==> src/hdl/mis_pkg.sv <==
// Shared types and constants of the merge-insertion sorter.
// Used by mis_cell and merge_insertion_sorter; no dependencies.
package mis_pkg;

  localparam int STATE_W = 2;

  localparam logic [STATE_W-1:0] ST_COLLECT = 2'd0;
  localparam logic [STATE_W-1:0] ST_DRAIN   = 2'd1;
  localparam logic [STATE_W-1:0] ST_EMIT    = 2'd2;

  typedef struct packed {
    logic shift_en;
  } cell_ctl_t;

endpackage

==> src/hdl/mis_cell.sv <==
// Systolic insertion cell: holds one value, keeps the smaller of held and
// incoming value, passes the larger on; shifts on shift_en. Uses mis_pkg.
module mis_cell #(
  parameter int VALUE_WIDTH = 32
) (
  input  logic                          clk,
  input  logic                          rst_n,
  input  mis_pkg::cell_ctl_t            ctl,
  input  logic                          cin_valid,
  input  logic signed [VALUE_WIDTH-1:0] cin_value,
  output logic                          cout_valid,
  output logic signed [VALUE_WIDTH-1:0] cout_value,
  input  logic                          sin_full,
  input  logic signed [VALUE_WIDTH-1:0] sin_value,
  output logic                          full,
  output logic signed [VALUE_WIDTH-1:0] value
);
  import mis_pkg::*;

  logic                          full_r, full_nxt;
  logic signed [VALUE_WIDTH-1:0] value_r, value_nxt;
  logic                          cout_valid_r, cout_valid_nxt;
  logic signed [VALUE_WIDTH-1:0] cout_value_r, cout_value_nxt;

  always_comb begin
    full_nxt       = full_r;
    value_nxt      = value_r;
    cout_valid_nxt = 1'b0;
    cout_value_nxt = cout_value_r;
    if (ctl.shift_en) begin
      full_nxt  = sin_full;
      value_nxt = sin_value;
    end else if (cin_valid) begin
      priority if (!full_r) begin
        full_nxt  = 1'b1;
        value_nxt = cin_value;
      end else if (cin_value < value_r) begin
        value_nxt      = cin_value;
        cout_valid_nxt = 1'b1;
        cout_value_nxt = value_r;
      end else begin
        cout_valid_nxt = 1'b1;
        cout_value_nxt = cin_value;
      end
    end
  end

  always_ff @(posedge clk) begin
    if (!rst_n) begin
      full_r       <= 1'b0;
      cout_valid_r <= 1'b0;
    end else begin
      full_r       <= full_nxt;
      cout_valid_r <= cout_valid_nxt;
    end
    value_r      <= value_nxt;
    cout_value_r <= cout_value_nxt;
  end

  assign full       = full_r;
  assign value      = value_r;
  assign cout_valid = cout_valid_r;
  assign cout_value = cout_value_r;

endmodule

==> config.mk <==
export PLATFORM = sky130hd
export DESIGN_NAME = mis_cell
export DESIGN_NICKNAME = d
export VERILOG_FILES = /design/src/hdl/mis_pkg.sv /design/src/hdl/mis_cell.sv
export SDC_FILE = /design/constraint.sdc
export NUM_CORES = 1
export LEC_CHECK = 0
export BUFFER_PORTS_ARGS = -buffer_cell sky130_fd_sc_hd__buf_2
export CAP_MARGIN = 30
export CORE_ASPECT_RATIO = 0.7
export CORE_MARGIN = 4
export CORE_UTILIZATION = 45
export DETAILED_ROUTE_END_ITERATION = 6
export PLACE_DENSITY_LB_ADDON = 0.05
export SETUP_SLACK_MARGIN = 0.1
export SYNTH_ARGS = -nofsm -noshare
export SYNTH_HDL_FRONTEND = slang
export SYNTH_SLANG_ARGS = --single-unit
==> constraint.sdc <==
create_clock -name clk -period 3.8 [get_ports clk]
set_input_delay 0.95 -clock clk [delete_from_list [all_inputs] [get_ports clk]]
set_output_delay 0.95 -clock clk [all_outputs]
set_load 0.005 [all_outputs]
==> results.sh, run 1 <==
export IMPL_io_pins=135
export IMPL_cts_setup_buffers=0
export IMPL_hold_viol_final=0
export IMPL_maxCapViolCount=0
export IMPL_dpl_hpwl_um=6450
export IMPL_ys_warnings_count=0
export IMPL_tns_ns=0
export IMPL_drive_gt1_share_pct=54.3
export IMPL_start_kind="input pin"
export IMPL_first_pass_iters=4
export IMPL_wire_per_inst_um=17.3
export IMPL_ir_worst_vdd_mv=0.212
export IMPL_die_area_um2=9470
export IMPL_ant_nets=0
export IMPL_yosysSeqAreaShare_pct=54.8
export IMPL_drv_slew=0
export IMPL_cpPeakStageDelay_ns=0.35
export IMPL_grt_setup_unrepaired="false"
export IMPL_path_max_fanout=9
export IMPL_path_cells="buf_2, ha_1, a21o_1, a221o_1, a211oi_2, o22ai_1, a211oi_4, buf_4, mux2_2"
export IMPL_rows=26
export IMPL_busiest_layer="met2"
export IMPL_syn_nets=356
export IMPL_grt_use_met3_pct=5.68
export IMPL_worst_pin_slew_ns=0.504
export IMPL_cp_required_ns=3.87
export IMPL_gp_congestion=0.757
export IMPL_layout_nets=500
export IMPL_pre_cts_ws_ns=0.297
export IMPL_drt_iter0_markers=80
export IMPL_use_met1_pct=25.8
export IMPL_die_y_um=82.6
export IMPL_cts_tree="yes"
export IMPL_ys_ff_latch=66
export IMPL_synth_area_um2=3580
export IMPL_post_route_drc_count=0
export IMPL_p_leak_nw=2.14
export IMPL_crit_type="in -> reg"
export IMPL_grt_pass1_wl_um=13400
export IMPL_fillCellCount=615
export IMPL_slowest_stage="mux2_2"
export IMPL_clock_sinks=66
export IMPL_insertion_delay_ns=0.32
export IMPL_arrival_ns=3.26
export IMPL_max_freq_ghz=0.314
export IMPL_powerDensity_nw_per_um2=464
export IMPL_synth_area_leader_cell="edfxtp_1"
export IMPL_path_clk_slew_ns=0.05
export IMPL_layout_setup_ws_ns=0.611
export IMPL_fin_crit_sh_pct=83.9
export IMPL_antenna_found_initial=0
export IMPL_synth_area_top_cells="edfxtp_1 54%, mux2_2 19%, ha_1 11%, inv_1 3.5%, a21oi_1 1.7%"
export IMPL_fin_crit_ns=3.19
export IMPL_initial_core_util_pct=47.7
export IMPL_use_met2_pct=29.4
export IMPL_track_usage_pct=19.0
export IMPL_timing_slew_headroom_pct=66.4
export IMPL_timing_final_setup_violations=0
export IMPL_status="complete, no violations"
export IMPL_vias_per_cell=5.11
export IMPL_avgSynthCellArea_um2=14.0
export IMPL_cts_root_buf="clkbuf_16"
export IMPL_r2r_slack_ns=0.88
export IMPL_route_vias_total=2570
export IMPL_cts_repair_resize_count=0
export IMPL_hold_buffers=0
export IMPL_core_um2=7510
export IMPL_io_buffers=134
export IMPL_hold_path_class="reg -> reg"
export IMPL_syn_to_final_growth_pct=31.6
export IMPL_grt_overflow=0
export IMPL_grt_max_degree=36
export IMPL_cts_max_level=3
export IMPL_synthCells=256
export IMPL_n_antenna_cell=0
export IMPL_utilization_pct=62.7
export IMPL_synth_top_area_share_pct=53.7
export IMPL_wl_um=8700
export IMPL_end_kind="flop"
export IMPL_clock_path_buffers=2
export IMPL_grt_pass1_vias=2615
export IMPL_synth_cell_types=29
export IMPL_fin_skew_ns=0.00670
export IMPL_die_w_um=115
export IMPL_cts_made_buffers=9
where the power goes:
group / switching, mW / total [mW] / internal (mW) / leakage (nW)
registers: 0.0316 / 0.911 / 0.880 / 0.631
clock network: 0.282 / 0.842 / 0.560 / 0.153
logic: 0.204 / 0.434 / 0.229 / 1.36
total: 0.518 / 2.19 / 1.67 / 2.14
flip-flops by register name, summed over array words and instances (netlist names):
signal	count
cout_value	32
value	32
cout_valid	1
full	1
metrics by stage:
step,cells,power (mW),hold slack (ns),instance area [µm²]
floorplan,256,1.19,0.528,3580
global placement,487,1.35,0.561,4410
detailed placement,487,1.36,0.590,4410
CTS,503,2.21,0.603,4710
global route,503,2.30,0.617,4710
finish,503,2.19,0.601,4710
worst max-delay path, delay by kind of cell:
| kind | cells | cell delay, ns |
|---|---|---|
| compound gates | 5 | 1.30 |
| buf+inv | 2 | 0.36 |
| mux | 1 | 0.35 |
| fa+ha+maj | 1 | 0.30 |
cells in the final DEF, fill, tap and decap left out, types with 3 or more instances in the layout:
cell type,synthesis,layout
clkbuf_16,0,9
edfxtp_1,64,64
nor2_1,5,4
nand3_1,3,3
a21oi_1,12,12
buf_2,0,134
ha_1,31,31
and2_1,3,3
nand4_1,3,3
buf_4,0,4
clkbuf_8,0,3
mux2_2,62,62
nand2b_1,3,3
o21ai_0,3,3
inv_1,33,33
nand2_1,7,7
path summary, 6_finish.rpt:
kind / startpoint / end / cells past startpoint
max: cin_value[25] / cout_value[2]$_DFFE_PP_ / 9
min: value[4]$_DFFE_PP_ / cout_value[4]$_DFFE_PP_ / 1
max reg2reg: value[25]$_DFFE_PP_ / cout_value[2]$_DFFE_PP_ / 9
min reg2reg: value[4]$_DFFE_PP_ / cout_value[4]$_DFFE_PP_ / 1
cell type report:
| type | instances | area [µm²] | share of cell area, % |
|---|---|---|---|
| clock buffer | 14 | 274 | 5.81 |
| clock inverter | 2 | 35.0 | 0.743 |
| inverter | 33 | 124 | 2.63 |
| multi-input combinational | 150 | 1460 | 30.9 |
| sequential | 66 | 1960 | 41.6 |
| tap | 98 | 123 | 2.60 |
| timing repair buffer | 140 | 741 | 15.7 |
routing by layer:
| layer | vias up | part of all wire, % |
|---|---|---|
| met2 | 107 | 44 |
| met5 | - | 0 |
| met1 | 1211 | 46 |
| met3 | 7 | 9.1 |
| li1 | 1245 | - |
| met4 | 0 | 0.78 |
kinds of logic after synthesis:
| logic type | Yosys count | share of synthesized area [%] |
|---|---|---|
| adders and majority gates | 31 | 10.8 |
| DFF | 66 | 54.8 |
| muxes | 64 | 20.1 |
| buffers and inverters | 40 | 4.82 |
| and+or+nand+nor | 27 | 3.91 |
| AOI/OAI and AO/OA | 28 | 5.55 |
cells in the mapped netlist:
library cell / instances
buf_6: 3
o221ai_1: 1
o22ai_1: 1
ha_1: 31
clkbuf_1: 4
nor2_1: 5
a211oi_4: 1
dfxtp_1: 2
or3_1: 1
a221oi_1: 1
o22a_1: 1
inv_1: 33
mux2_2: 62
mux2_1: 2
a211o_1: 2
o311a_1: 1
nand4_1: 3
nand2_1: 7
o21ai_0: 3
and4_1: 2
a221o_1: 1
nand3_1: 3
and2_1: 3
edfxtp_1: 64
nand2b_1: 3
a21oi_1: 12
a31oi_1: 1
a21o_1: 2
a211oi_2: 1
Power figures use the tool's default switching activity.
==> run 2: changes to the inputs <==
- CORE_UTILIZATION: 45 -> 49
- clock period: 3.8 -> 3.25 ns (I/O delays scaled with it)
==> run 2 against run 1 <==
Compared with the run above:
- wire length fell by 7.5%
- count of clock-buffer cells in the layout fell by 2
- cell count did not move
- critical endpoint unchanged
==> results.sh, run 2 (synthesis results as in run 1) <==
export IMPL_timing_final_setup_violations=0
export IMPL_syn_to_final_growth_pct=28.5
export IMPL_p_leak_nw=2.10
export IMPL_path_max_fanout=16
export IMPL_drv_slew=0
export IMPL_die_y_um=79.5
export IMPL_first_pass_iters=4
export IMPL_min_delay_start="value[29]$_DFFE_PP_"
export IMPL_hold_buffers=0
export IMPL_clock_sinks=66
export IMPL_cpPeakStageDelay_ns=0.36
export IMPL_grt_max_degree=21
export IMPL_clock_path_buffers=2
export IMPL_io_buffers=134
export IMPL_cts_tree="yes"
export IMPL_powerDensity_nw_per_um2=463
export IMPL_fin_skew_ns=0.0101
export IMPL_initial_core_util_pct=51.8
export IMPL_grt_pass1_vias=2654
export IMPL_cts_max_level=3
export IMPL_layout_commonest_cell="buf_2"
export IMPL_die_w_um=110
export IMPL_post_route_drc_count=0
export IMPL_layout_nets=504
export IMPL_fin_crit_sh_pct=93.1
export IMPL_maxCapViolCount=0
export IMPL_cp_required_ns=3.33
export IMPL_cts_repair_resize_count=0
export IMPL_cts_root_buf="clkbuf_8"
export IMPL_drive_gt1_share_pct=54.3
export IMPL_n_antenna_cell=0
export IMPL_dpl_hpwl_um=6180
export IMPL_worst_pin_slew_ns=0.505
export IMPL_grt_pass1_wl_um=12800
export IMPL_pre_cts_ws_ns=-0.143
export IMPL_cp_startpoint="cin_value[2]"
export IMPL_vias_per_cell=5.00
export IMPL_slowest_stage="mux2_2"
export IMPL_wire_per_inst_um=16.0
export IMPL_io_pins=135
export IMPL_r2r_start="value[2]$_DFFE_PP_"
export IMPL_fin_crit_ns=3.03
export IMPL_ant_nets=0
export IMPL_gp_congestion=0.792
export IMPL_insertion_delay_ns=0.34
export IMPL_crit_type="in -> reg"
export IMPL_end_kind="flop"
export IMPL_antenna_found_initial=0
export IMPL_rows=25
export IMPL_critical_path_most_common_cell="a211o_1"
export IMPL_layout_setup_ws_ns=0.225
export IMPL_ir_worst_vdd_mv=0.254
export IMPL_die_area_um2=8760
export IMPL_wl_um=8050
export IMPL_status="complete, no violations"
export IMPL_path_clk_slew_ns=0.07
export IMPL_grt_overflow=0
export IMPL_timing_slew_headroom_pct=66.3
export IMPL_cts_setup_buffers=0
export IMPL_hold_path_class="reg -> reg"
export IMPL_path_cells="buf_2, ha_1, a211o_1, a31oi_1, o221ai_1, a211o_1, a211oi_4, buf_4, mux2_2"
export IMPL_cts_made_buffers=9
export IMPL_track_usage_pct=19.4
export IMPL_arrival_ns=3.10
export IMPL_max_freq_ghz=0.331
export IMPL_total_power_mw=2.13
export IMPL_crit_buf_inv=2
export IMPL_route_vias_total=2514
export IMPL_crit_family="compound AO/OA/AOI/OAI gates"
export IMPL_grt_setup_unrepaired="false"
export IMPL_hold_viol_final=0
export IMPL_fillCellCount=538
export IMPL_drt_iter0_markers=82
export IMPL_core_um2=6910
export IMPL_start_kind="input pin"
export IMPL_final_cell_mix="134 x buf_2, 64 x edfxtp_1, 62 x mux2_2, 33 x inv_1, 31 x ha_1"
run 2: cell count changes in the layout (fill, tap and decap cells not counted), sizes merged:
cell / previous run / this run
clkinv: 1 / 4
clkbuf: 14 / 12
bufinv: 1 / 0
buf: 140 / 144
run 2: cell type report:
class / count / area, µm² / area share, %
sequential: 66 / 1960 / 42.6
timing repair buffer: 144 / 783 / 17.0
clock buffer: 12 / 135 / 2.93
clock inverter: 4 / 18.8 / 0.408
inverter: 33 / 124 / 2.69
multi-input combinational: 150 / 1460 / 31.8
tap: 94 / 118 / 2.55
run 2: power breakdown:
| group | switching, mW | total, mW | internal [mW] |
|---|---|---|---|
| combinational | 0.236 | 0.508 | 0.273 |
| clock | 0.292 | 0.563 | 0.271 |
| sequential | 0.0342 | 1.06 | 1.03 |
run 2: layer usage:
metal	GRT usage, %	share of wire (%)	up-vias
met2	30.3	44	97
li1	-	-	1253
met1	25.2	45	1156
met4	6.03	1.2	0
met3	7.03	9.3	8
met5	0	0	-
run 2: worst reg2reg max path, cell delays in order, from the launching register on:
cell and delay [ns]:
edfxtp_1 0.38, inv_1 0.06, ha_1 0.31, a211o_1 0.29
a31oi_1 0.16, o221ai_1 0.17, a211o_1 0.35, a211oi_4 0.26
buf_4 0.30, mux2_2 0.37
run 2: through the flow:
stage	util [%]	instance area, µm²	TNS (ns)	hold WS, ns	instances
floorplan	-	3590	0	0.528	256
global placement	64.4	4450	-0.000495	0.559	487
detailed placement	64.4	4450	-6.52	0.572	487
CTS	66.6	4600	0	0.598	503
global route	66.6	4600	0	0.607	503
finish	66.6	4600	0	0.592	503
run 2: path summary, 6_finish.rpt:
path | slack (ns) | to | depth (start not counted)
worst min register to register | 0.59 | cout_value[29]$_DFFE_PP_ | 1
worst max register to register | 0.37 | cout_value[2]$_DFFE_PP_ | 9
worst max-delay path | 0.22 | cout_value[2]$_DFFE_PP_ | 9
worst min-delay path | 0.59 | cout_value[29]$_DFFE_PP_ | 1
